**src/rtl/core/urr_pkg.sv**
```systemverilog
package urr_pkg;

    localparam int unsigned MM_W       = 14;
    localparam int unsigned CFG_DATA_W = 16;
    localparam int unsigned CFG_ADDR_W = 3;
    localparam int unsigned IN_DATA_W  = 8;
    localparam int unsigned OUT_DATA_W = 56;

    // Low trigger ticks ahead of the high trigger pulse
    localparam logic [4:0] PRE_TRIGGER_TICKS = 5'd2;

    localparam logic [13:0] MAX14    = 14'h3FFF;
    localparam logic [15:0] MAX16    = 16'hFFFF;

    // Configuration register indexes
    localparam logic [CFG_ADDR_W-1:0] REG_SLOT_TICKS     = 3'd0;
    localparam logic [CFG_ADDR_W-1:0] REG_ECHO_TIMEOUT   = 3'd1;
    localparam logic [CFG_ADDR_W-1:0] REG_MAX_ECHO_WIDTH = 3'd2;
    localparam logic [CFG_ADDR_W-1:0] REG_TRIGGER_TICKS  = 3'd3;
    localparam logic [CFG_ADDR_W-1:0] REG_SCALE          = 3'd4;

    // Reset values of the configuration registers
    localparam logic [15:0] RST_SLOT_TICKS     = 16'd25000;
    localparam logic [13:0] RST_ECHO_TIMEOUT   = 14'd12000;
    localparam logic [13:0] RST_MAX_ECHO_WIDTH = 14'd11661;
    localparam logic [4:0]  RST_TRIGGER_TICKS  = 5'd10;
    localparam logic [15:0] RST_SCALE          = 16'd11239;

    // Sequencer phase codes
    localparam logic [2:0] PH_IDLE  = 3'd0;
    localparam logic [2:0] PH_PRE   = 3'd1;
    localparam logic [2:0] PH_TRIG  = 3'd2;
    localparam logic [2:0] PH_WLOW  = 3'd3;
    localparam logic [2:0] PH_WHIGH = 3'd4;
    localparam logic [2:0] PH_MEAS  = 3'd5;

    // Sensor selection codes
    localparam logic [1:0] SENSOR_LEFT   = 2'd0;
    localparam logic [1:0] SENSOR_MIDDLE = 2'd1;
    localparam logic [1:0] SENSOR_RIGHT  = 2'd2;
    localparam logic [1:0] SENSOR_NONE3  = 2'd3;

    typedef struct packed {
        logic [15:0] slot_ticks;
        logic [13:0] echo_timeout;
        logic [13:0] max_echo_width;
        logic [4:0]  trigger_ticks;
        logic [15:0] scale;
    } urr_cfg_t;

    // First member sits in the highest bits; trigger_lines ends up at bit 0
    typedef struct packed {
        logic              busy_res;
        logic [1:0]        updated_sensor;
        logic              right_valid;
        logic [MM_W-1:0]   right_mm;
        logic              middle_valid;
        logic [MM_W-1:0]   middle_mm;
        logic              left_valid;
        logic [MM_W-1:0]   left_mm;
        logic [2:0]        trigger_lines;
    } urr_result_t;

endpackage

```
**src/rtl/core/urr_seq.sv**
```systemverilog
module urr_seq #(
    parameter logic [4:0] PRE_TRIGGER_TICKS = urr_pkg::PRE_TRIGGER_TICKS
) (
    input  logic               clk,
    input  logic               rst_n,
    input  logic               tick,
    input  logic [2:0]         echo_lines,
    input  urr_pkg::urr_cfg_t  cfg,
    output urr_pkg::urr_result_t result
);
    import urr_pkg::*;

    logic [15:0]     slot_elapsed_reg, slot_elapsed_next, slot_inc;
    logic [1:0]      next_sensor_reg, next_sensor_next;
    logic [2:0]      phase_reg, phase_next;
    logic [4:0]      phase_count_reg, phase_count_next;
    logic [13:0]     wait_count_reg, wait_count_next, wait_inc;
    logic [13:0]     echo_width_reg, echo_width_next;
    logic [MM_W-1:0] dist_reg [3];
    logic [MM_W-1:0] dist_next [3];
    logic [2:0]      valid_reg, valid_next;

    logic [1:0]      cur;
    logic            ch;
    logic            fin;
    logic            fin_meas;
    logic [13:0]     fin_w;
    logic [29:0]     prod;
    logic            ok;
    logic [1:0]      updated;

    assign cur      = (next_sensor_reg == SENSOR_NONE3) ? SENSOR_RIGHT : next_sensor_reg;
    assign ch       = echo_lines[cur];
    assign slot_inc = (slot_elapsed_reg == MAX16) ? slot_elapsed_reg : slot_elapsed_reg + 16'd1;
    assign wait_inc = (wait_count_reg == MAX14) ? wait_count_reg : wait_count_reg + 14'd1;

    // Distance of the finishing reading
    assign prod = 30'(fin_w) * 30'(cfg.scale);
    assign ok   = (fin_w != 14'd0) && (fin_w <= cfg.max_echo_width);

    always_comb
    begin
        slot_elapsed_next = slot_inc;
        next_sensor_next  = next_sensor_reg;
        phase_next        = phase_reg;
        phase_count_next  = phase_count_reg;
        wait_count_next   = wait_count_reg;
        echo_width_next   = echo_width_reg;
        fin               = 1'b0;
        fin_meas          = 1'b0;
        fin_w             = 14'd0;
        updated           = 2'd0;
        unique case (phase_reg)
            PH_PRE:
            begin
                if (phase_count_reg >= PRE_TRIGGER_TICKS)
                begin
                    phase_next       = PH_TRIG;
                    phase_count_next = 5'd1;
                end
                else
                begin
                    phase_count_next = phase_count_reg + 5'd1;
                end
            end
            PH_TRIG:
            begin
                if (phase_count_reg >= cfg.trigger_ticks)
                begin
                    phase_next       = PH_WLOW;
                    phase_count_next = 5'd0;
                    wait_count_next  = 14'd0;
                    echo_width_next  = 14'd0;
                end
                else
                begin
                    phase_count_next = phase_count_reg + 5'd1;
                end
            end
            PH_WLOW, PH_WHIGH, PH_MEAS:
            begin
                if (phase_reg == PH_WLOW)
                begin
                    if (!ch)
                    begin
                        phase_next = PH_WHIGH;
                    end
                end
                else if (phase_reg == PH_WHIGH)
                begin
                    if (ch)
                    begin
                        phase_next      = PH_MEAS;
                        echo_width_next = 14'd1;
                    end
                end
                else if (ch)
                begin
                    echo_width_next = (echo_width_reg == MAX14) ? echo_width_reg
                                                                : echo_width_reg + 14'd1;
                end
                else
                begin
                    fin_meas = 1'b1;
                end

                if (fin_meas)
                begin
                    fin   = 1'b1;
                    fin_w = echo_width_reg;
                end
                else
                begin
                    wait_count_next = wait_inc;
                    // Timeout reports width zero
                    if (wait_inc >= cfg.echo_timeout)
                    begin
                        fin   = 1'b1;
                        fin_w = 14'd0;
                    end
                end

                if (fin)
                begin
                    phase_next       = PH_IDLE;
                    phase_count_next = 5'd0;
                    next_sensor_next = (cur == SENSOR_RIGHT) ? SENSOR_LEFT : cur + 2'd1;
                    updated          = cur + 2'd1;
                end
            end
            default:
            begin
                // Idle and unused codes: start when the slot has run out
                phase_next = PH_IDLE;
                if (slot_inc >= cfg.slot_ticks)
                begin
                    slot_elapsed_next = 16'd0;
                    phase_next        = PH_PRE;
                    phase_count_next  = 5'd1;
                end
            end
        endcase
    end

    always_comb
    begin
        valid_next = valid_reg;
        for (int i = 0; i < 3; i++)
        begin
            dist_next[i] = dist_reg[i];
            if (fin && (cur == 2'(i)))
            begin
                dist_next[i]  = ok ? prod[29:16] : '0;
                valid_next[i] = ok;
            end
        end
    end

    always_ff @(posedge clk or negedge rst_n)
    begin
        if (!rst_n)
        begin
            slot_elapsed_reg <= '0;
            next_sensor_reg  <= SENSOR_LEFT;
            phase_reg        <= PH_IDLE;
            phase_count_reg  <= '0;
            wait_count_reg   <= '0;
            echo_width_reg   <= '0;
            valid_reg        <= '0;
            for (int i = 0; i < 3; i++)
            begin
                dist_reg[i] <= '0;
            end
        end
        else if (tick)
        begin
            slot_elapsed_reg <= slot_elapsed_next;
            next_sensor_reg  <= next_sensor_next;
            phase_reg        <= phase_next;
            phase_count_reg  <= phase_count_next;
            wait_count_reg   <= wait_count_next;
            echo_width_reg   <= echo_width_next;
            valid_reg        <= valid_next;
            for (int i = 0; i < 3; i++)
            begin
                dist_reg[i] <= dist_next[i];
            end
        end
    end

    always_comb
    begin
        result.trigger_lines  = (phase_next == PH_TRIG) ? (3'b001 << cur) : 3'b000;
        result.left_mm        = dist_next[0];
        result.left_valid     = valid_next[0];
        result.middle_mm      = dist_next[1];
        result.middle_valid   = valid_next[1];
        result.right_mm       = dist_next[2];
        result.right_valid    = valid_next[2];
        result.updated_sensor = updated;
        result.busy_res       = (phase_next != PH_IDLE);
    end

endmodule

```
**src/rtl/core/urr_obuf.sv**
```systemverilog
module urr_obuf (
    input  logic                 clk,
    input  logic                 rst_n,
    input  logic                 push,
    input  urr_pkg::urr_result_t din,
    output logic                 can_push,
    output logic                 out_valid,
    input  logic                 out_ready,
    output urr_pkg::urr_result_t dout
);
    import urr_pkg::*;

    urr_result_t main_reg, skid_reg;
    logic        main_valid_reg, skid_valid_reg;
    logic        pop;

    assign pop       = main_valid_reg && out_ready;
    assign can_push  = !skid_valid_reg;
    assign out_valid = main_valid_reg;
    assign dout      = main_reg;

    always_ff @(posedge clk or negedge rst_n)
    begin
        if (!rst_n)
        begin
            main_valid_reg <= 1'b0;
            skid_valid_reg <= 1'b0;
        end
        else
        begin
            priority if (pop)
            begin
                main_valid_reg <= skid_valid_reg || push;
                skid_valid_reg <= skid_valid_reg && push;
            end
            else if (push)
            begin
                main_valid_reg <= 1'b1;
                skid_valid_reg <= main_valid_reg;
            end
            else
            begin
                main_valid_reg <= main_valid_reg;
                skid_valid_reg <= skid_valid_reg;
            end
        end
    end

    // Payload: refill the head from the skid stage first
    always_ff @(posedge clk)
    begin
        priority if (pop)
        begin
            if (skid_valid_reg)
            begin
                main_reg <= skid_reg;
                skid_reg <= din;
            end
            else
            begin
                main_reg <= din;
            end
        end
        else if (push)
        begin
            if (main_valid_reg)
            begin
                skid_reg <= din;
            end
            else
            begin
                main_reg <= din;
            end
        end
        else
        begin
            main_reg <= main_reg;
            skid_reg <= skid_reg;
        end
    end

endmodule

```
**src/rtl/core/three_channel_ultrasonic_ranger.sv**
```systemverilog
// A tick's result enters the output buffer at the edge that accepts the tick.
// Throughput: one tick per clock while s_axis_tready is high; the
// sequencer and counters advance once per transfer. A two-entry output
// buffer keeps taking ticks while one result waits downstream;
// s_axis_tready drops only when both entries are full.
// Reset (rst_n low, asynchronous) clears the sequencer to idle, left sensor next,
// all distances and valid flags to zero, and loads the default register values.
module three_channel_ultrasonic_ranger #(
    parameter logic [4:0] PRE_TRIGGER_TICKS = urr_pkg::PRE_TRIGGER_TICKS
) (
    input  logic                               clk,
    input  logic                               rst_n,
    // Input tick: tdata[2:0] echo_lines, upper bits zero
    input  logic                               s_axis_tvalid,
    output logic                               s_axis_tready,
    input  logic [urr_pkg::IN_DATA_W-1:0]      s_axis_tdata,
    // Result: tdata from bit 0 up: trigger_lines[3], left_mm[14], left_valid,
    // middle_mm[14], middle_valid, right_mm[14], right_valid, updated_sensor[2],
    // busy_res, then zero fill
    output logic                               m_axis_tvalid,
    input  logic                               m_axis_tready,
    output logic [urr_pkg::OUT_DATA_W-1:0]     m_axis_tdata,
    // Register writes
    input  logic                               cfg_we,
    input  logic [urr_pkg::CFG_ADDR_W-1:0]     cfg_addr,
    input  logic [urr_pkg::CFG_DATA_W-1:0]     cfg_data
);
    import urr_pkg::*;

    urr_cfg_t    cfg_reg;
    urr_result_t seq_result;
    urr_result_t buf_result;
    logic        tick;
    logic        can_push;

    // Register file; writes outside the map drop silently
    always_ff @(posedge clk or negedge rst_n)
    begin
        if (!rst_n)
        begin
            cfg_reg.slot_ticks     <= RST_SLOT_TICKS;
            cfg_reg.echo_timeout   <= RST_ECHO_TIMEOUT;
            cfg_reg.max_echo_width <= RST_MAX_ECHO_WIDTH;
            cfg_reg.trigger_ticks  <= RST_TRIGGER_TICKS;
            cfg_reg.scale          <= RST_SCALE;
        end
        else if (cfg_we)
        begin
            unique case (cfg_addr)
                REG_SLOT_TICKS:     cfg_reg.slot_ticks     <= cfg_data;
                REG_ECHO_TIMEOUT:   cfg_reg.echo_timeout   <= cfg_data[13:0];
                REG_MAX_ECHO_WIDTH: cfg_reg.max_echo_width <= cfg_data[13:0];
                REG_TRIGGER_TICKS:  cfg_reg.trigger_ticks  <= cfg_data[4:0];
                REG_SCALE:          cfg_reg.scale          <= cfg_data;
                default:            ;
            endcase
        end
    end

    // One input transfer advances the ranger by one tick
    assign s_axis_tready = can_push;
    assign tick          = s_axis_tvalid && can_push;

    urr_seq #(
        .PRE_TRIGGER_TICKS (PRE_TRIGGER_TICKS)
    ) u_seq (
        .clk        (clk),
        .rst_n      (rst_n),
        .tick       (tick),
        .echo_lines (s_axis_tdata[2:0]),
        .cfg        (cfg_reg),
        .result     (seq_result)
    );

    urr_obuf u_obuf (
        .clk       (clk),
        .rst_n     (rst_n),
        .push      (tick),
        .din       (seq_result),
        .can_push  (can_push),
        .out_valid (m_axis_tvalid),
        .out_ready (m_axis_tready),
        .dout      (buf_result)
    );

    assign m_axis_tdata = {(OUT_DATA_W - $bits(urr_result_t))'(0), buf_result};

endmodule

```
**config.mk**
```make
export PLATFORM = sky130hd
export DESIGN_NAME = three_channel_ultrasonic_ranger
export DESIGN_NICKNAME = d
export VERILOG_FILES = /design/src/rtl/core/urr_pkg.sv /design/src/rtl/core/urr_seq.sv /design/src/rtl/core/urr_obuf.sv /design/src/rtl/core/three_channel_ultrasonic_ranger.sv
export SDC_FILE = /design/constraint.sdc
export NUM_CORES = 1
export LEC_CHECK = 0
export ABC_AREA = 0
export BUFFER_PORTS_ARGS = -buffer_cell sky130_fd_sc_hd__buf_2
export CAP_MARGIN = 25
export CORE_MARGIN = 3
export CORE_UTILIZATION = 30
export CTS_BUF_LIST = sky130_fd_sc_hd__clkbuf_16
export DETAILED_ROUTE_END_ITERATION = 10
export PLACE_DENSITY_LB_ADDON = 0.1
export SYNTH_ARGS = -nofsm -noshare
export SYNTH_HDL_FRONTEND = slang
export SYNTH_SLANG_ARGS = --single-unit
```
**constraint.sdc**
```tcl
create_clock -name clk -period 8.6 [get_ports clk]
set_input_delay 1.29 -clock clk [delete_from_list [all_inputs] [get_ports clk]]
set_output_delay 1.29 -clock clk [all_outputs]
set_load 0.01 [all_outputs]
```
==> results.md, run 1 <==
- result of the run: finished, final reports clean
- average instance area after synthesis: 9.63 µm²
- Max Transition Viols Final: 0
- post-route clock period utilization: 92.4%
- global route total overflow: 0
- startpoint of the most critical register-to-register path: u_seq.next_sensor_reg[0]$_DFFE_PN0P_
- Stages on worst setup path: 25
- number of cells produced by synthesis: 2,133
- maximum vdd ir drop: 0.125 mV
- dpl cell area: 22,400 µm²
- later-pin clock latency in the skew report: 0.58 ns
- CTS clk-pin slew, worst paths: 0.06 ns
- final layout net count: 2,568
- setup TNS: 0 ns
- main flop type after synthesis: sky130_fd_sc_hd__dfrtp_1
- detailed-routing iteration count for the pre-antenna-repair pass: 5
- max_cap viols: 0
- number of distinct library cells after synthesis: 79
- starting density of the core: 30.4%
- main area contributors after synthesis: sky130_fd_sc_hd__dfrtp_1 (16%), sky130_fd_sc_hd__fa_1 (16%), sky130_fd_sc_hd__edfxtp_1 (15%), sky130_fd_sc_hd__ha_1 (8.9%), sky130_fd_sc_hd__nand2_1 (6.4%)
- Worst setup SP type: input port
- number of placement rows: 95
- most frequent CP cell: sky130_fd_sc_hd__fa_1
- max incr delay on CP: 0.57 ns
- largest net degree at the start of global routing: 64
- count of final hold-check violations: 0
- FFs w/ async S/R, synth: 61.9%
- number of buffers inserted by port buffering: 79
- detailed placer's ending HPWL: 42.9 mm
- worst hold margin: 0.474 ns
- worst hold path startpoint: u_seq.dist_reg[19]$_DFFE_PN0P_
- clock sink count: 268
- max-slew headroom at the worst pin: 31.6%
- Hold/Removal Path Class: flip-flop to flip-flop
- vias in the first global route: 15,894
- cts-stage hold buffer count: 0
- drc violations: 0
- Seq. cell area: 7260 µm²
- number of cells traversed by the worst hold path: 2
- maximum clock frequency: 126 MHz
- end point of the worst hold path: u_seq.dist_reg[19]$_DFFE_PN0P_
- Non-Filler Instances: 3,123
- I/O pins: 90
- number of enable flip-flop cells after synthesis: 102
- post-synthesis sequential element count: 268
- minimum setup slack among reg-to-reg paths: 0.91 ns
- Clock Tree Root: sky130_fd_sc_hd__clkbuf_16
- required time of the critical path: 8.90 ns
- overall die width: 268 µm
- number of vias per cell after detailed routing: 4.92
- worst path arrival time: 8.25 ns
- element type at the critical path end: flip-flop
- Net Switching: 1.34 mW
- cell total after placement: 3,066
- Buf+Inv Stages, Crit Path: 6
- post-route clock skew: 0.0286 ns
- critical path class: input port to flip-flop
- share of post-route cells with drive strength above 1: 15.3%
- wire length per cell after detailed routing: 18.6 µm
- power per standard cell area: 172 nW/µm²
- summed area of non-filler cells in the final layout: 23,400 µm²
- number of antenna violations at the first check in global routing: 0
- part of the total power dissipated in the clock network: 30.8%
- post_cts resized: 0
- Int Pwr: 2.69 mW
- depth of the worst register-to-register path: 24
- count of routing violations after the opening detailed-route iteration: 841
- overall power: 4.03 mW
- overall routing resource usage: 16.4%
- slew at the pin closest to its max-slew limit: 1.03 ns
- clock tree from TritonCTS: built
- sequential element share of the synthesized area: 35.3%
- largest area contributor in the netlist: sky130_fd_sc_hd__dfrtp_1
- setup violators final: 0
- flip-flop count of the largest register after layout: 65
- Yosys warnings: 0
- critical path peak fanout: 16
- footprint of the multi-input gates: 12,000 µm²
- DIE AREA: 71,700 µm²
- slowest stage cell on the critical path: sky130_fd_sc_hd__fa_1
- Num CTS Buffers: 31
- layout filler cell count: 6,908
- buffer count from post-CTS setup fixing: 0
- wire length of the first global-routing pass: 92.1 mm
- Chip Height: 268 µm
- routed vias: 15,360
- antenna violation net count after detailed routing: 0
- final critical-path required period: 7.95 ns
- kind of cell adding the most delay to the critical path: adder cells
- core area: 67,500 µm²
- area share of the largest cell type after synthesis: 16.2%
- fraction of power spent switching nets: 33.2%
- combinational share of power: 23.3%
- Leak Pwr: 11.4 nW
- area of the mapped netlist: 20,500 µm²
- setup repair after global routing missed its margin: no
- reg-to-reg critical path endpoint: u_obuf.dout[27]$_DFFE_PP_
- count of antenna diodes in the layout: 0
- Routed Wire Length: 58.0 mm
- GP Congestion: 0.799
- synthesis-to-finish area growth: 13.8%
- maximum clock path buffer count: 3
- H-Tree Depth: 1
- register share of total power: 46.0%
## through the flow
step,worst slack (ns),utilization (%)
final,0.651,34.6
after global routing,0.296,34.6
after CTS,0.624,34.6
after detailed placement,0.0509,33.2
after global placement,0.0645,33.2
after floorplan,0.341,-
## layout make-up
type / count / area share (%)
Clock buffer: 32 / 3.43
Clock inverter: 25 / 0.632
Inverter: 247 / 3.97
Multi-Input combinational cell: 1502 / 51.2
Sequential cell: 268 / 31.0
Tap cell: 873 / 4.67
Timing Repair Buffer: 176 / 5.04
## cell usage in the layout (no fill, tap or decap), drive strengths merged, types with 7 or more instances in the layout
master	synthesis	routed
a211oi	7	7
a21o	28	28
a21oi	57	57
a22o	13	13
a31oi	27	27
and2	16	16
and3	121	121
buf	14	176
clkbuf	106	32
clkinv	0	12
dfrtp	133	133
dfstp	33	33
edfxtp	102	102
fa	164	164
ha	146	146
inv	247	256
mux2	61	61
nand2	354	354
nand2b	20	20
nand3	46	46
nand4	23	23
nor2	79	79
nor2b	13	13
nor3	7	7
nor4	9	9
o211ai	9	9
o21a	7	7
o21ai	155	155
o31ai	31	31
or2	8	8
xnor2	27	27
## power by group through the flow
stage | Combinational, mW | Clock (mW) | Sequential (mW)
2_1_floorplan | 0.593 | 0 | 1.83
3_3_place_gp | 0.938 | 0 | 1.88
3_5_place_dp | 0.959 | 0 | 1.88
4_1_cts | 0.961 | 1.29 | 1.86
5_1_grt | 1.06 | 1.34 | 1.89
6_report | 0.938 | 1.24 | 1.85
## Yosys cell counts (all sizes together), types with 5 or more instances
master  instances
o31ai          31
a21o           28
fa            164
edfxtp        102
nor3            7
nor2           79
inv           247
xnor2          27
ha            146
nand4          23
and2           16
nand2         354
or3             5
clkbuf        106
dfstp          33
nor2b          13
a31oi          27
o21ai         155
nor4            9
nand3          46
buf            14
and3          121
a21oi          57
dfrtp         133
o211ai          9
or2             8
mux2           61
o21a            7
a22o           13
nand2b         20
a211oi          7
## worst reg2reg max path: cells and delay by family, from the launching register on
family / cells / cell delay (ns)
adders and majority gates: 7 / 3.55
AOI/OAI and AO/OA: 8 / 1.96
and+or+nand+nor: 2 / 0.23
DFF: 1 / 0.46
buffers and inverters: 5 / 0.48
muxes: 2 / 0.74
## layer usage
layer / global-route usage (%) / vias to the layer above / share of wire (%)
li1: - / 7410 / -
met1: 23.4 / 7628 / 48
met2: 27.1 / 264 / 47
met3: 1.90 / 58 / 3.6
met4: 3.27 / 0 / 1.8
met5: 0 / - / 0
## kinds of logic (layout without fill, tap and decap cells)
logic type | after synthesis | in the layout | synth area share (%)
simple gates | 716 | 716 | 16.6
compound gates | 376 | 376 | 11.6
buf+inv | 367 | 480 | 6.83
fa+ha+maj | 310 | 310 | 24.9
flops | 268 | 268 | 35.3
mux | 64 | 64 | 3.49
xor+xnor | 31 | 31 | 1.32
other cells | 1 | 5 | 0.0183
## worst max path at each step
| stage | start | to | slack (ns) |
|---|---|---|---|
| floorplan | s_axis_tdata[1] | u_obuf.dout[14]$_DFFE_PP_ | 0.34 |
| global placement | s_axis_tdata[1] | u_obuf.dout[31]$_DFFE_PP_ | 0.06 |
| detailed placement | s_axis_tdata[1] | u_obuf.dout[27]$_DFFE_PP_ | 0.05 |
| CTS | s_axis_tdata[1] | u_obuf.dout[27]$_DFFE_PP_ | 0.62 |
| global route | s_axis_tdata[2] | u_obuf.dout[27]$_DFFE_PP_ | 0.30 |
| finish | s_axis_tdata[1] | u_obuf.dout[27]$_DFFE_PP_ | 0.65 |
Note: power is estimated with default switching activity, not from simulation.
==> run 2, diff against run 1 <==
--- a/config.mk
+++ b/config.mk
@@ -12,7 +12,6 @@
 export CORE_UTILIZATION = 30
 export CTS_BUF_LIST = sky130_fd_sc_hd__clkbuf_16
 export DETAILED_ROUTE_END_ITERATION = 10
-export PLACE_DENSITY_LB_ADDON = 0.1
 export SYNTH_ARGS = -nofsm -noshare
 export SYNTH_HDL_FRONTEND = slang
 export SYNTH_SLANG_ARGS = --single-unit
==> constraint.sdc (replaced) <==
create_clock -name clk -period 10.2 [get_ports clk]
set_input_delay 1.53 -clock clk [delete_from_list [all_inputs] [get_ports clk]]
set_output_delay 1.53 -clock clk [all_outputs]
set_load 0.01 [all_outputs]
==> run 2 against run 1 <==
Setup slack gained 0.93 ns. Core utilization shrank 0.86 points. Register-to-register slack gained 1.1 ns. Critical path type unchanged. Combinational power shrank 19%.
==> results.md, run 2 (synthesis results as in run 1) <==
- result of the run: finished, final reports clean, unchanged
- count of routing violations after the opening detailed-route iteration: 1,070, was 841
- largest net degree at the start of global routing: 88, was 64
- setup repair after global routing missed its margin: no, unchanged
- Leak Pwr: 11.0 nW, was 11.4 nW
- met2 wire len: 23.5 mm, was 27.1 mm
- required time of the critical path: 10.50 ns, was 8.90 ns
- setup violators final: 0, unchanged
- slew at the pin closest to its max-slew limit: 1.04 ns, was 1.03 ns
- H-Tree Depth: 1, unchanged
- cell-by-cell listing of the critical path: buf_2 -> mux2_2 -> o22ai_4 -> and2_1 -> nand2_1 -> fa_1 -> inv_1 -> fa_1 -> fa_1 -> fa_1 -> fa_1 -> inv_1 -> fa_1 -> inv_1 -> ha_1 -> a21oi_1 -> o21a_1 -> o21ai_0 -> a21oi_1 -> o311ai_0 -> o211ai_1 -> o21ai_0 -> mux2_2
- Hold/Removal Path Class: flip-flop to flip-flop, unchanged
- Num CTS Buffers: 27, was 31
- top routing layer in use: met4, unchanged
- overall routing resource usage: 14.2%, was 16.4%
- register share of total power: 47.4%, was 46.0%
- worst hold margin: 0.480 ns, was 0.474 ns
- most frequent CP cell: sky130_fd_sc_hd__fa_1, unchanged
- synthesis-to-finish area growth: 11.0%, was 13.8%
- summed area of non-filler cells in the final layout: 22,800 µm², was 23,400 µm²
- Buf+Inv Stages, Crit Path: 4, was 6
- Clock Tree Root: sky130_fd_sc_hd__clkbuf_16, unchanged
- post-route clock period utilization: 84.5%
- Net Switching: 1.07 mW, was 1.34 mW
- starting density of the core: 30.4%, unchanged
- vias in the first global route: 15,548, was 15,894
- detailed-routing iteration count for the pre-antenna-repair pass: 5, unchanged
- combinational share of power: 22.9%, was 23.3%
- max incr delay on CP: 0.65 ns, was 0.57 ns
- clock sink count: 268, unchanged
- CTS clk-pin slew, worst paths: 0.06 ns, about the same
- Max Transition Viols Final: 0, unchanged
- drc violations: 0, unchanged
- Stages on worst setup path: 23, was 25
- M1 wire length: 23.5 mm, was 27.8 mm
- routed vias: 15,399, was 15,360
- fraction of power spent switching nets: 32.4%, was 33.2%
- number of buffers inserted by port buffering: 79, unchanged
- depth of the worst register-to-register path: 22, was 24
- dpl cell area: 21,900 µm², was 22,400 µm²
- end point of the worst hold path: u_seq.valid_reg[1]$_DFFE_PN0P_, was u_seq.dist_reg[19]$_DFFE_PN0P_
- part of the total power dissipated in the clock network: 29.7%, was 30.8%
- worst path arrival time: 8.92 ns, was 8.25 ns
- Int Pwr: 2.23 mW, was 2.69 mW
- reg-to-reg critical path endpoint: u_obuf.dout[27]$_DFFE_PP_, unchanged
- minimum setup slack among reg-to-reg paths: 2.04 ns, was 0.91 ns
- element type at the critical path end: flip-flop, unchanged
- startpoint of the most critical register-to-register path: u_seq.phase_reg[0]$_DFFE_PN0P_, was u_seq.next_sensor_reg[0]$_DFFE_PN0P_
- wire length per cell after detailed routing: 16.8 µm, was 18.6 µm
- post-route clock skew: 0.0199 ns, was 0.0286 ns
- number of vias per cell after detailed routing: 5.05, was 4.92
- Routed Wire Length: 51.2 mm, was 58.0 mm
- critical path peak fanout: 14, was 16
- kind of cell adding the most delay to the critical path: adder cells, unchanged
- global route total overflow: 0, unchanged
- utilization after layout: 33.8%, was 34.6%
- detailed-routed wire length on met3: 2.78 mm, was 2.08 mm
- final layout net count: 2,499, was 2,568
- cts-stage hold buffer count: 0, unchanged
- post_cts resized: 0, unchanged
- critical path class: input port to flip-flop, unchanged
- max-slew headroom at the worst pin: 30.4%, was 31.6%
- maximum vdd ir drop: 0.116 mV, was 0.125 mV
- number of cells traversed by the worst hold path: 2, unchanged
- most frequent standard cell in the layout excluding fill and tap cells: sky130_fd_sc_hd__nand2_1, unchanged
- count of final hold-check violations: 0, unchanged
- maximum clock path buffer count: 3, unchanged
- footprint of the multi-input gates: 12,000 µm², unchanged
- overall die width: 268 µm, unchanged
- cell total after placement: 2,998, was 3,066
- core area: 67,500 µm², unchanged
- Seq. cell area: 7260 µm², unchanged
- layout filler cell count: 6,861, was 6,908
- count of antenna diodes in the layout: 0, unchanged
- clock tree from TritonCTS: built, unchanged
- share of post-route cells with drive strength above 1: 12.5%, was 15.3%
- slowest stage cell on the critical path: sky130_fd_sc_hd__and2_1, was sky130_fd_sc_hd__fa_1
- buffer count from post-CTS setup fixing: 0, unchanged
- number of placement rows: 95, unchanged
- DIE AREA: 71,700 µm², unchanged
- Chip Height: 268 µm, unchanged
- worst hold path startpoint: u_seq.valid_reg[1]$_DFFE_PN0P_, was u_seq.dist_reg[19]$_DFFE_PN0P_
- I/O pins: 90, unchanged
- flip-flop count of the largest register after layout: 65, unchanged
- Non-Filler Instances: 3,051, was 3,123
- final critical-path required period: 8.62 ns
- Worst setup SP type: input port, unchanged
- setup TNS: 0 ns, unchanged
- top library cells by usage in the layout, fill and taps aside: sky130_fd_sc_hd__nand2_1 (353), sky130_fd_sc_hd__inv_1 (251), sky130_fd_sc_hd__fa_1 (164), was sky130_fd_sc_hd__nand2_1 (353), sky130_fd_sc_hd__inv_1 (256), sky130_fd_sc_hd__fa_1 (164)
- detailed placer's ending HPWL: 37.8 mm, was 42.9 mm
- power per standard cell area: 145 nW/µm², was 172 nW/µm²
- GP Congestion: 0.859, was 0.799
- later-pin clock latency in the skew report: 0.55 ns, was 0.58 ns
- max_cap viols: 0, unchanged
- antenna violation net count after detailed routing: 0, unchanged
- maximum clock frequency: 116 MHz
- wire length of the first global-routing pass: 83.0 mm, was 92.1 mm
- number of antenna violations at the first check in global routing: 0, unchanged
run 2: worst max path at each step:
stage / from / to
6_report: s_axis_tdata[1] / u_obuf.dout[27]$_DFFE_PP_
5_1_grt: s_axis_tdata[1] / u_obuf.dout[27]$_DFFE_PP_
4_1_cts: s_axis_tdata[1] / u_obuf.dout[27]$_DFFE_PP_
3_5_place_dp: s_axis_tdata[1] / u_obuf.dout[27]$_DFFE_PP_
3_3_place_gp: s_axis_tdata[1] / u_obuf.dout[27]$_DFFE_PP_
2_1_floorplan: s_axis_tdata[1] / u_obuf.dout[14]$_DFFE_PP_
run 2: per-layer routing:
layer | GRT usage (%) | up-vias
li1 | - | 7261
met1 | 19.6 | 7655
met2 | 23.2 | 397
met3 | 2.61 | 86
met4 | 3.58 | 0
met5 | 0 | -
run 2: layout make-up:
class / count / share of cell area (%)
Clock inverter: 23 / 0.812
Timing Repair Buffer: 111 / 3.02
Tap cell: 873 / 4.79
Inverter: 247 / 4.07
Clock buffer: 27 / 2.96
Multi-Input combinational cell: 1502 / 52.5
Sequential cell: 268 / 31.8
run 2: per-stage QoR:
step	total power, mW	setup slack [ns]
floorplan	2.04	1.70
global placement	2.31	1.13
detailed placement	2.34	0.935
CTS	3.33	1.53
global route	3.49	1.13
finish	3.30	1.58
run 2: power groups by stage:
stage | sequential [mW] | combinational (mW) | clock [mW]
floorplan | 1.54 | 0.500 | 0
global placement | 1.58 | 0.731 | 0
detailed placement | 1.58 | 0.760 | 0
CTS | 1.56 | 0.764 | 1.00
global route | 1.59 | 0.850 | 1.05
finish | 1.57 | 0.757 | 0.979
run 2: worst register-to-register path, cell delays in order (launching register included):
cell,delay (ns)
sky130_fd_sc_hd__dfrtp_1,0.64
sky130_fd_sc_hd__nand4bb_1,0.23
sky130_fd_sc_hd__o22ai_4,0.43
sky130_fd_sc_hd__and2_1,0.65
sky130_fd_sc_hd__nand2_1,0.18
sky130_fd_sc_hd__fa_1,0.52
sky130_fd_sc_hd__inv_1,0.05
sky130_fd_sc_hd__fa_1,0.47
sky130_fd_sc_hd__fa_1,0.52
sky130_fd_sc_hd__fa_1,0.53
sky130_fd_sc_hd__fa_1,0.56
sky130_fd_sc_hd__inv_1,0.06
sky130_fd_sc_hd__fa_1,0.52
sky130_fd_sc_hd__inv_1,0.04
sky130_fd_sc_hd__ha_1,0.34
sky130_fd_sc_hd__a21oi_1,0.23
sky130_fd_sc_hd__o21a_1,0.17
sky130_fd_sc_hd__o21ai_0,0.11
sky130_fd_sc_hd__a21oi_1,0.53
sky130_fd_sc_hd__o311ai_0,0.22
sky130_fd_sc_hd__o211ai_1,0.32
sky130_fd_sc_hd__o21ai_0,0.27
sky130_fd_sc_hd__mux2_2,0.32
==> run 3, diff against run 2 <==
--- a/config.mk
+++ b/config.mk
@@ -5,7 +5,7 @@
 export SDC_FILE = /design/constraint.sdc
 export NUM_CORES = 1
 export LEC_CHECK = 0
-export ABC_AREA = 0
+export ABC_AREA = 1
 export BUFFER_PORTS_ARGS = -buffer_cell sky130_fd_sc_hd__buf_2
 export CAP_MARGIN = 25
 export CORE_MARGIN = 3
==> constraint.sdc (replaced) <==
create_clock -name clk -period 7.8 [get_ports clk]
set_input_delay 1.17 -clock clk [delete_from_list [all_inputs] [get_ports clk]]
set_output_delay 1.17 -clock clk [all_outputs]
set_load 0.01 [all_outputs]
==> run 3 against run 2 <==
Worst hold slack got worse by 0.0091 ns. Cell count increased by 16%. Critical path depth increased by 8. Global-route usage increased by 0.69 points. Synthesized cell count increased by 16%. Combinational power decreased by 65%. Clock power increased by 41%. Routed wire length increased by 4.2%. Sequential share of layout area decreased by 1.3 points. Via count increased by 6.3%. Critical endpoint is now u_seq.dist_reg[31]$_DFFE_PN0P_.
==> results.md, run 3 <==
- maximum clock path buffer count: 3, unchanged
- setup violators final: 0, unchanged
- required time of the critical path: 8.30 ns, was 10.50 ns
- top library cells by usage in the layout, fill and taps aside: sky130_fd_sc_hd__nand2_1 (604), sky130_fd_sc_hd__inv_1 (400), sky130_fd_sc_hd__nor2_1 (189), was sky130_fd_sc_hd__nand2_1 (353), sky130_fd_sc_hd__inv_1 (251), sky130_fd_sc_hd__fa_1 (164)
- number of vias per cell after detailed routing: 4.63, was 5.05
- most frequent CP cell: sky130_fd_sc_hd__nand2_1, was sky130_fd_sc_hd__fa_1
- Routed Wire Length: 53.4 mm, was 51.2 mm
- number of cells traversed by the worst hold path: 2, unchanged
- element type at the critical path end: flip-flop, unchanged
- post-route clock skew: 0.0160 ns, was 0.0199 ns
- number of buffers inserted by port buffering: 79, unchanged
- minimum setup slack among reg-to-reg paths: 0.46 ns, was 2.04 ns
- result of the run: finished, final reports clean, unchanged
- share of post-route cells with drive strength above 1: 12.5%, about the same
- final layout net count: 2,929, was 2,499
- number of antenna violations at the first check in global routing: 1, was 0
- top cell types by occurrence after synthesis: sky130_fd_sc_hd__nand2_1 (605), sky130_fd_sc_hd__inv_1 (397), sky130_fd_sc_hd__nor2_1 (191), was sky130_fd_sc_hd__nand2_1 (353), sky130_fd_sc_hd__inv_1 (247), sky130_fd_sc_hd__fa_1 (164)
- wire length of the first global-routing pass: 89.0 mm, was 83.0 mm
- routed vias: 16,364, was 15,399
- vias in the first global route: 16,570, was 15,548
- number of cells produced by synthesis: 2,468, was 2,133
- maximum vdd ir drop: 0.128 mV, was 0.116 mV
- buffer count from post-CTS setup fixing: 0, unchanged
- slowest stage cell on the critical path: sky130_fd_sc_hd__fa_1, was sky130_fd_sc_hd__and2_1
- combinational share of power: 8.1%, was 22.9%
- clock tree from TritonCTS: built, unchanged
- average instance area after synthesis: 8.43 µm², was 9.63 µm²
- main area contributors after synthesis: sky130_fd_sc_hd__dfrtp_1 (16%), sky130_fd_sc_hd__fa_1 (16%), sky130_fd_sc_hd__edfxtp_1 (15%), sky130_fd_sc_hd__nand2_1 (11%), sky130_fd_sc_hd__ha_1 (8.8%), was sky130_fd_sc_hd__dfrtp_1 (16%), sky130_fd_sc_hd__fa_1 (16%), sky130_fd_sc_hd__edfxtp_1 (15%), sky130_fd_sc_hd__ha_1 (8.9%), sky130_fd_sc_hd__nand2_1 (6.4%)
- max incr delay on CP: 0.59 ns, was 0.65 ns
- end point of the worst hold path: u_seq.dist_reg[27]$_DFFE_PN0P_, was u_seq.valid_reg[1]$_DFFE_PN0P_
- flip-flop count of the largest register after layout: 65, unchanged
- detailed placer's ending HPWL: 40.4 mm, was 37.8 mm
- Clock Tree Root: sky130_fd_sc_hd__clkbuf_16, unchanged
- H-Tree Depth: 1, unchanged
- Net Switching: 856 µW, was 1.07 mW
- reg-to-reg critical path endpoint: u_seq.dist_reg[31]$_DFFE_PN0P_, was u_obuf.dout[27]$_DFFE_PP_
- Non-Filler Instances: 3,531, was 3,051
- area of the mapped netlist: 20,800 µm², was 20,500 µm²
- largest net degree at the start of global routing: 104, was 88
- power per standard cell area: 138 nW/µm², was 145 nW/µm²
- detailed-routing iteration count for the pre-antenna-repair pass: 7, was 5
- Num CTS Buffers: 29, was 27
- slew at the pin closest to its max-slew limit: 0.925 ns, was 1.04 ns
- number of placement rows: 95, unchanged
- worst hold path startpoint: u_seq.dist_reg[27]$_DFFE_PN0P_, was u_seq.valid_reg[1]$_DFFE_PN0P_
- area share of the largest cell type after synthesis: 16.0%, was 16.2%
- cell total after placement: 3,476, was 2,998
- Max Transition Viols Final: 0, unchanged
- setup repair after global routing missed its margin: no, unchanged
- wire length per cell after detailed routing: 15.1 µm, was 16.8 µm
- number of enable flip-flop cells after synthesis: 102, unchanged
- worst path arrival time: 7.86 ns, was 8.92 ns
- I/O pins: 90, unchanged
- startpoint of the most critical register-to-register path: u_seq.phase_reg[1]$_DFFE_PN0P_, was u_seq.phase_reg[0]$_DFFE_PN0P_
- most common cell in the synthesized netlist: sky130_fd_sc_hd__nand2_1, unchanged
- antenna violation net count after detailed routing: 0, unchanged
- later-pin clock latency in the skew report: 0.56 ns, was 0.55 ns
- synthesis-to-finish area growth: 14.3%, was 11.0%
- sequential element share of the synthesized area: 34.9%, was 35.3%
- post-synthesis sequential element count: 268, unchanged
- Hold/Removal Path Class: flip-flop to flip-flop, unchanged
- cts-stage hold buffer count: 0, unchanged
- drc violations: 0, unchanged
- register share of total power: 49.9%, was 47.4%
- utilization after layout: 35.0%, was 33.8%
- Int Pwr: 2.43 mW, was 2.23 mW
- number of distinct library cells after synthesis: 54, was 79
- count of final hold-check violations: 0, unchanged
- clock sink count: 268, unchanged
- max_cap viols: 0, unchanged
- most frequent standard cell in the layout excluding fill and tap cells: sky130_fd_sc_hd__nand2_1, unchanged
- Leak Pwr: 11.6 nW, was 11.0 nW
- count of routing violations after the opening detailed-route iteration: 1,219, was 1,070
- overall die width: 269 µm, was 268 µm
- FFs w/ async S/R, synth: 61.9%, unchanged
- GP Congestion: 0.918, was 0.859
- CTS clk-pin slew, worst paths: 0.06 ns, about the same
- critical path class: input port to flip-flop, unchanged
- critical path peak fanout: 11, was 14
- post-route clock period utilization: 94.3%
- part of the total power dissipated in the clock network: 42.0%, was 29.7%
- max-slew headroom at the worst pin: 38.3%, was 30.4%
- main flop type after synthesis: sky130_fd_sc_hd__dfrtp_1, unchanged
- depth of the worst register-to-register path: 34, was 22
- Worst setup SP type: input port, unchanged
- DIE AREA: 72,600 µm², was 71,700 µm²
- overall routing resource usage: 14.9%, was 14.2%
- Chip Height: 269 µm, was 268 µm
- fraction of power spent switching nets: 26.1%, was 32.4%
- final critical-path required period: 7.36 ns
- maximum clock frequency: 136 MHz
- largest area contributor in the netlist: sky130_fd_sc_hd__dfrtp_1, unchanged
- Yosys warnings: 0, unchanged
- starting density of the core: 30.6%, was 30.4%
- global route total overflow: 0, unchanged
- overall power: 3.28 mW, was 3.30 mW
- core area: 68,000 µm², was 67,500 µm²
[run 3: critical path, delay by kind of cell]
family	cells	cell delay, ns
fa+ha+maj	7	3.49
simple gates	14	1.67
compound gates	1	0.29
buf+inv	8	0.97
xor+xnor	1	0.27
[run 3: layout make-up]
cell class,count,area (µm²)
timing repair buffer,167,1170
clock inverter,23,189
clock buffer,30,751
antenna,1,2.50
sequential,268,7260
tap,921,1150
multi-input combinational,1711,11700
fill,7115,44200
inverter,410,1540
[run 3: repair_timing]
item,CTS,global route
endpoints found under the hold margin,0,0
gates resized for setup,0,6
setup endpoints to repair,0,14
[run 3: kinds of logic after synthesis]
kind of cell / after synthesis / synth area share, %
DFF: 268 / 34.9
adders and majority gates: 310 / 24.5
xor gates and xnor gates: 25 / 1.05
and+or+nand+nor: 1070 / 22.0
buffers and inverters: 493 / 9.07
muxes: 3 / 0.162
other: 1 / 0.0180
AOI/OAI and AO/OA: 298 / 8.23
[run 3: layer usage]
layer	track usage, %	part of all wire [%]	up-vias
li1	-	-	8073
met1	19.8	45	7881
met2	25.5	48	328
met3	2.32	4.9	82
met4	3.64	2.2	0
met5	0	0	-
[run 3: worst max path at each step]
stage	from	end	slack, ns	depth (start not counted)
2_1_floorplan	s_axis_tdata[1]	u_obuf.dout[38]$_DFFE_PP_	0.50	28
5_1_grt	u_seq.phase_reg[2]$_DFFE_PN0P_	u_seq.dist_reg[31]$_DFFE_PN0P_	0.007	37
3_3_place_gp	s_axis_tdata[1]	u_obuf.dout[36]$_DFFE_PP_	-0.13	33
6_report	s_axis_tdata[1]	u_seq.dist_reg[31]$_DFFE_PN0P_	0.44	31
4_1_cts	u_seq.next_sensor_reg[1]$_DFFE_PN0P_	u_obuf.dout[36]$_DFFE_PP_	0.33	33
3_5_place_dp	s_axis_tdata[1]	u_obuf.dout[36]$_DFFE_PP_	-0.14	33
[run 3: per-stage QoR]
step	TNS (ns)	hold slack, ns	worst slack [ns]	instance area [µm²]
3_3_place_gp	-0.935	0.454	-0.133	22800
4_1_cts	0	0.475	0.328	23800
2_1_floorplan	0	0.442	0.504	20800
3_5_place_dp	-0.875	0.458	-0.139	22800
6_report	0	0.471	0.443	23800
5_1_grt	0	0.490	0.00745	23800
[run 3: power by group through the flow]
stage	registers (mW)	logic, mW	clock network [mW]
after global placement	1.66	0.262	0
after CTS	1.63	0.270	1.41
final	1.64	0.266	1.38
after detailed placement	1.66	0.270	0
after floorplan	1.60	0.201	0
after global routing	1.65	0.315	1.47
